<file path="src/sv/ffpa_pkg.sv">
// ----------------------------------------------------------------------------
// ffpa_pkg
// Shared types and codes for the first-fit page bitmap allocator.
// ----------------------------------------------------------------------------
`timescale 1ns / 1ps
`default_nettype none

package ffpa_pkg;

   localparam int ADDR_W     = 48;
   localparam int CNT_W      = 11;
   localparam int STAT_W     = 3;
   localparam int WORD_BITS  = 64;
   localparam int WORD_SHIFT = 6;
   localparam int CSR_AW     = 4;
   localparam int CSR_DW     = 64;

   localparam logic OP_ALLOC = 1'b0;
   localparam logic OP_FREE  = 1'b1;

   localparam logic REG_BASE  = 1'b0;
   localparam logic REG_PAGES = 1'b1;

   localparam logic [STAT_W-1:0] ST_OK       = 3'd0;
   localparam logic [STAT_W-1:0] ST_BAD_CNT  = 3'd1;
   localparam logic [STAT_W-1:0] ST_NO_RUN   = 3'd2;
   localparam logic [STAT_W-1:0] ST_BAD_ADDR = 3'd3;
   localparam logic [STAT_W-1:0] ST_PAST_END = 3'd4;

   typedef struct packed {
      logic              opcode;
      logic [CNT_W-1:0]  pg_cnt;
      logic [ADDR_W-1:0] address;
   } req_type;

   typedef struct packed {
      logic [STAT_W-1:0] status;
      logic [ADDR_W-1:0] result_addr;
      logic [CNT_W-1:0]  free_cnt;
      logic [CNT_W-1:0]  used_cnt;
   } rsp_type;

   typedef struct packed {
      logic              load;
      logic              clr_init;
      logic              clr_wr;
      logic              scan_init;
      logic              scan_step;
      logic              div_init;
      logic              div_step;
      logic              mark_init_alloc;
      logic              mark_init_free;
      logic              rd_mark;
      logic              mark_wr;
      logic              set_stat;
      logic [STAT_W-1:0] stat;
      logic              upd;
      logic              done;
   } cmd_type;

   typedef struct packed {
      logic clr_pend;
      logic clr_last;
      logic op;
      logic bad_count;
      logic bad_addr;
      logic div_last;
      logic past_end;
      logic zero_n;
      logic hit;
      logic scan_last;
      logic mark_last;
   } sts_type;

endpackage

`default_nettype wire

</file>
<file path="src/sv/ffpa_ctrl.sv">
// ----------------------------------------------------------------------------
// ffpa_ctrl
// Sequencer for clear sweep, bitmap scan, address divide and run marking.
// ----------------------------------------------------------------------------
`timescale 1ns / 1ps
`default_nettype none

module ffpa_ctrl (
   input  wire logic              clock,
   input  wire logic              reset,
   input  wire logic              start,
   input  wire ffpa_pkg::sts_type sts,
   output logic                   busy,
   output ffpa_pkg::cmd_type      cmd
);

   localparam logic [3:0] S_CLEAR = 4'd0;
   localparam logic [3:0] S_IDLE  = 4'd1;
   localparam logic [3:0] S_CHECK = 4'd2;
   localparam logic [3:0] S_SRD   = 4'd3;
   localparam logic [3:0] S_SEV   = 4'd4;
   localparam logic [3:0] S_DIV   = 4'd5;
   localparam logic [3:0] S_RANGE = 4'd6;
   localparam logic [3:0] S_MRD   = 4'd7;
   localparam logic [3:0] S_MWR   = 4'd8;
   localparam logic [3:0] S_UPD   = 4'd9;
   localparam logic [3:0] S_DONE  = 4'd10;

   logic [3:0] state_ff, state_in;

   always_comb begin
      state_in = state_ff;
      cmd      = '0;
      unique case (state_ff)
         S_CLEAR: begin
            if (sts.clr_pend) begin
               cmd.clr_init = 1'b1;
            end else begin
               cmd.clr_wr = 1'b1;
               if (sts.clr_last) state_in = S_IDLE;
            end
         end
         S_IDLE: begin
            if (sts.clr_pend) begin
               cmd.clr_init = 1'b1;
               state_in     = S_CLEAR;
            end else if (start) begin
               cmd.load = 1'b1;
               state_in = S_CHECK;
            end
         end
         S_CHECK: begin
            if (sts.op == ffpa_pkg::OP_ALLOC) begin
               if (sts.bad_count) begin
                  cmd.set_stat = 1'b1;
                  cmd.stat     = ffpa_pkg::ST_BAD_CNT;
                  state_in     = S_DONE;
               end else begin
                  cmd.scan_init = 1'b1;
                  state_in      = S_SRD;
               end
            end else begin
               if (sts.bad_addr) begin
                  cmd.set_stat = 1'b1;
                  cmd.stat     = ffpa_pkg::ST_BAD_ADDR;
                  state_in     = S_DONE;
               end else begin
                  cmd.div_init = 1'b1;
                  state_in     = S_DIV;
               end
            end
         end
         S_SRD: state_in = S_SEV;
         S_SEV: begin
            cmd.scan_step = 1'b1;
            if (sts.hit) begin
               cmd.mark_init_alloc = 1'b1;
               state_in            = S_MRD;
            end else if (sts.scan_last) begin
               cmd.set_stat = 1'b1;
               cmd.stat     = ffpa_pkg::ST_NO_RUN;
               state_in     = S_DONE;
            end else begin
               state_in = S_SRD;
            end
         end
         S_DIV: begin
            cmd.div_step = 1'b1;
            if (sts.div_last) state_in = S_RANGE;
         end
         S_RANGE: begin
            if (sts.past_end) begin
               cmd.set_stat = 1'b1;
               cmd.stat     = ffpa_pkg::ST_PAST_END;
               state_in     = S_DONE;
            end else if (sts.zero_n) begin
               state_in = S_UPD;
            end else begin
               cmd.mark_init_free = 1'b1;
               state_in           = S_MRD;
            end
         end
         S_MRD: begin
            cmd.rd_mark = 1'b1;
            state_in    = S_MWR;
         end
         S_MWR: begin
            cmd.rd_mark = 1'b1;
            cmd.mark_wr = 1'b1;
            state_in    = sts.mark_last ? S_UPD : S_MRD;
         end
         S_UPD: begin
            cmd.upd  = 1'b1;
            state_in = S_DONE;
         end
         S_DONE: begin
            cmd.done = 1'b1;
            state_in = S_IDLE;
         end
         default: state_in = S_IDLE;
      endcase
   end

   always_ff @(posedge clock) begin
      if (reset) begin
         state_ff <= S_CLEAR;
      end else begin
         state_ff <= state_in;
      end
   end

   // a pending clear sweep holds off new requests
   assign busy = (state_ff != S_IDLE) | sts.clr_pend;

endmodule

`default_nettype wire

</file>
<file path="config.mk">
export PLATFORM = sky130hd
export DESIGN_NAME = ffpa_ctrl
export DESIGN_NICKNAME = d
export VERILOG_FILES = /design/src/sv/ffpa_pkg.sv /design/src/sv/ffpa_ctrl.sv
export SDC_FILE = /design/constraint.sdc
export NUM_CORES = 1
export LEC_CHECK = 0
export BUFFER_PORTS_ARGS = -buffer_cell sky130_fd_sc_hd__buf_2
export CORE_MARGIN = 2
export CORE_UTILIZATION = 30
export CTS_CLUSTER_SIZE = 12
export DETAILED_ROUTE_END_ITERATION = 12
export PLACE_DENSITY_LB_ADDON = 0.3
export SLEW_MARGIN = 20
export SYNTH_ARGS = -nofsm -noshare
export SYNTH_HDL_FRONTEND = slang
export SYNTH_SLANG_ARGS = --single-unit
</file>
<file path="constraint.sdc">
create_clock -name clock -period 4.11 [get_ports clock]
set_clock_uncertainty 0.2 [all_clocks]
set_input_delay 0.822 -clock clock [delete_from_list [all_inputs] [get_ports clock]]
set_output_delay 0.822 -clock clock [all_outputs]
set_load 0.02 [all_outputs]
</file>
==> out/qor.yml <==
regMostFlops: "state_ff"
drtIter0Drc: 14
slew_headroom: 0.653
insertedDiodeCount: 0
start_kind: "register"
hold_path.class: "register to register"
ctsHoldBuffers: 0
vias: 701
final.fill_count: 191
num_io_pins: 32
ys_warn_count: 0
synth_fp_nets: 94
htree_levels: 1
path_clk_slew_ns: 0.03
initial_core_util: 0.314
drt-vias-per-instance: 5.19
drive_gt1_frac: 0.345
hold_viol: 0
root_buffer: "clkbuf_4"
r2r-end: "state_ff[0]$_SDFFE_PP0P_"
powerDensity_mw_per_mm2: 173
die_height_um: 46.3
rows: 15
seq_area_frac_synth: 0.149
p_seq_frac: 0.355
routed_wl_um: 1550
yosysTopAreaCellShare: 0.149
clkPwrFrac: 0.367
yosys-top-cells-area: "dfxtp_1, nand2b_1, nor2_1"
crit_fanout: 17
hold_end: "state_ff[3]$_SDFFE_PP0P_"
r2r_slack_ns: 2.25
final_core_util: 0.426
worst_pin_slew_ns: 0.519
hold_path_startpoint: "state_ff[0]$_SDFFE_PP0P_"
ys_ff_latch: 4
cts_made_buffers: 3
synthCells: 80
synth_area_um2: 537
place.gp.congestion: 0.813
r2r-start: "state_ff[3]$_SDFFE_PP0P_"
synth.largest_area_cell: "dfxtp_1"
reg2regPathDepth: 4
grt_max_degree: 18
post_drt_wl_per_cell_um: 11.5
fin_setup_tns_ns: 0
fin_crit_sh: 0.667
max_freq_mhz: 365
hpwl_um: 1220
synth_cell_type_count: 32
ir_drop_mv: 0.121
grt_antenna_before_repair: 0
critPathArrivalTime_ns: 1.72
p_int_uw: 87.8
fp.dieW_um: 46.3
post_cts_buffers: 0
rsz0062_at_grt: "false"
seqCellArea_um2: 80.1
crit_path_end_kind: "output pin"
min_period_ns: 2.74
nets: 126
maxCapViolations: 0
setup_viol: 0
ant_nets: 0
grt-ovfl-total: 0
drcViolationCount: 0
multi_input_area_um2: 428
power_leakage_uw: 0.000346
grt.total_usage: 0.150
post_cts_resized: 0
hold_ws_ns: 0.498
required_ns: 3.09
clockBufferDepth: 2
outcome: "completed"
top_regs: "state_ff (4)"
p_sw_uw: 38.4
core_mm2: 0.00171
swShare: 0.304
drt_pass1_iterations: 4
grt_pass1_wl_um: 2360
crit_type: "register to output pin"
slew_violations: 0
startpoint: "state_ff[3]$_SDFFE_PP0P_"
die_area_mm2: 0.00214
totalPowerFinal_uw: 126
worstSkewPairLatency_ns: 0.23
p_comb_frac: 0.278
layoutNonFillerInstCount: 135
largest_reg_flops: 4
hold_depth: 2
port_buffers: 31
syn_to_final_growth_pct: 35.7
syn_avg_cell_area_um2: 6.71
cts_tree: "yes"
cts.sinks: 4
grt_pass1_vias: 577
dp_cells: 132
-- through the flow --
stage	cell area (um2)	setup WS [ns]
3_5_place_dp	706	1.40
2_1_floorplan	537	1.54
4_1_cts	728	1.36
5_1_grt	728	1.16
3_3_place_gp	706	1.48
6_report	728	1.37
-- worst max path at each step --
stage | endpoint | slack, ns | cells after the start
final | cmd[5] | 1.37 | 4
after global routing | cmd[11] | 1.16 | 4
after CTS | cmd[5] | 1.36 | 4
after detailed placement | cmd[5] | 1.40 | 6
after global placement | cmd[5] | 1.48 | 6
after floorplan | cmd[16] | 1.54 | 2
-- cells in the mapped netlist --
master	instances
nand3b_1	1
a211oi_1	2
or2b_1	1
nor4_1	2
or3b_1	1
o22ai_1	3
nor3b_1	1
clkbuf_1	2
o21ai_0	3
or3_4	1
nor3_1	5
mux2_2	1
a31oi_1	3
o211ai_2	1
mux2i_1	1
nor2b_1	4
or2_4	1
nor4bb_1	1
a21oi_1	4
dfxtp_1	4
buf_2	2
or3_1	1
nor2_1	9
a21o_1	2
inv_1	3
and3_1	2
o311a_1	1
a221oi_1	1
o31a_1	1
nand2_1	7
nand2b_1	7
and4_1	2
-- per-layer routing --
layer / track usage / routed length [um] / vias to the layer above
met5: 0 / 0 / -
met4: 0.0514 / 0 / 0
met3: 0.0235 / 65 / 0
met2: 0.264 / 784 / 19
met1: 0.183 / 704 / 328
li1: - / - / 354
-- placed cells by master (no fill, tap or decap), types with 3 or more instances in the layout --
| cell | instances |
|---|---|
| inv_1 | 3 |
| nor2_1 | 9 |
| nor2b_1 | 4 |
| dfxtp_1 | 4 |
| clkbuf_4 | 3 |
| o22ai_1 | 3 |
| nand2b_1 | 7 |
| nand2_1 | 7 |
| a31oi_1 | 3 |
| a21oi_1 | 4 |
| buf_2 | 31 |
| o21ai_0 | 3 |
| nor3_1 | 5 |
-- final cells by class --
cell class / count / share of cell area
tap: 25 / 0.0430
multi-input combinational: 69 / 0.588
timing repair buffer: 31 / 0.213
sequential: 4 / 0.110
inverter: 3 / 0.0155
clock buffer: 3 / 0.0309
-- logic make-up after synthesis --
group,share of synthesized area
and+or+nand+nor,0.492
buffers and inverters,0.0536
DFF,0.149
AOI/OAI and AO/OA,0.266
muxes,0.0396
-- worst max-delay path: stages, from the launching register on --
cell and delay (ns):
dfxtp_1 0.46, nor2_1 0.48, and4_1 0.29, nand2b_1 0.10, buf_2 0.16
-- power groups by stage --
stage          sequential, uW  clock [uW]  combinational [uW]
2_1_floorplan            42.1           0                22.5
3_3_place_gp             45.3           0                34.9
3_5_place_dp             45.3           0                35.3
4_1_cts                  44.7        49.8                35.4
5_1_grt                  45.2        54.0                39.0
6_report                 44.8        46.3                35.0
Note: power is estimated with default switching activity, not from simulation.
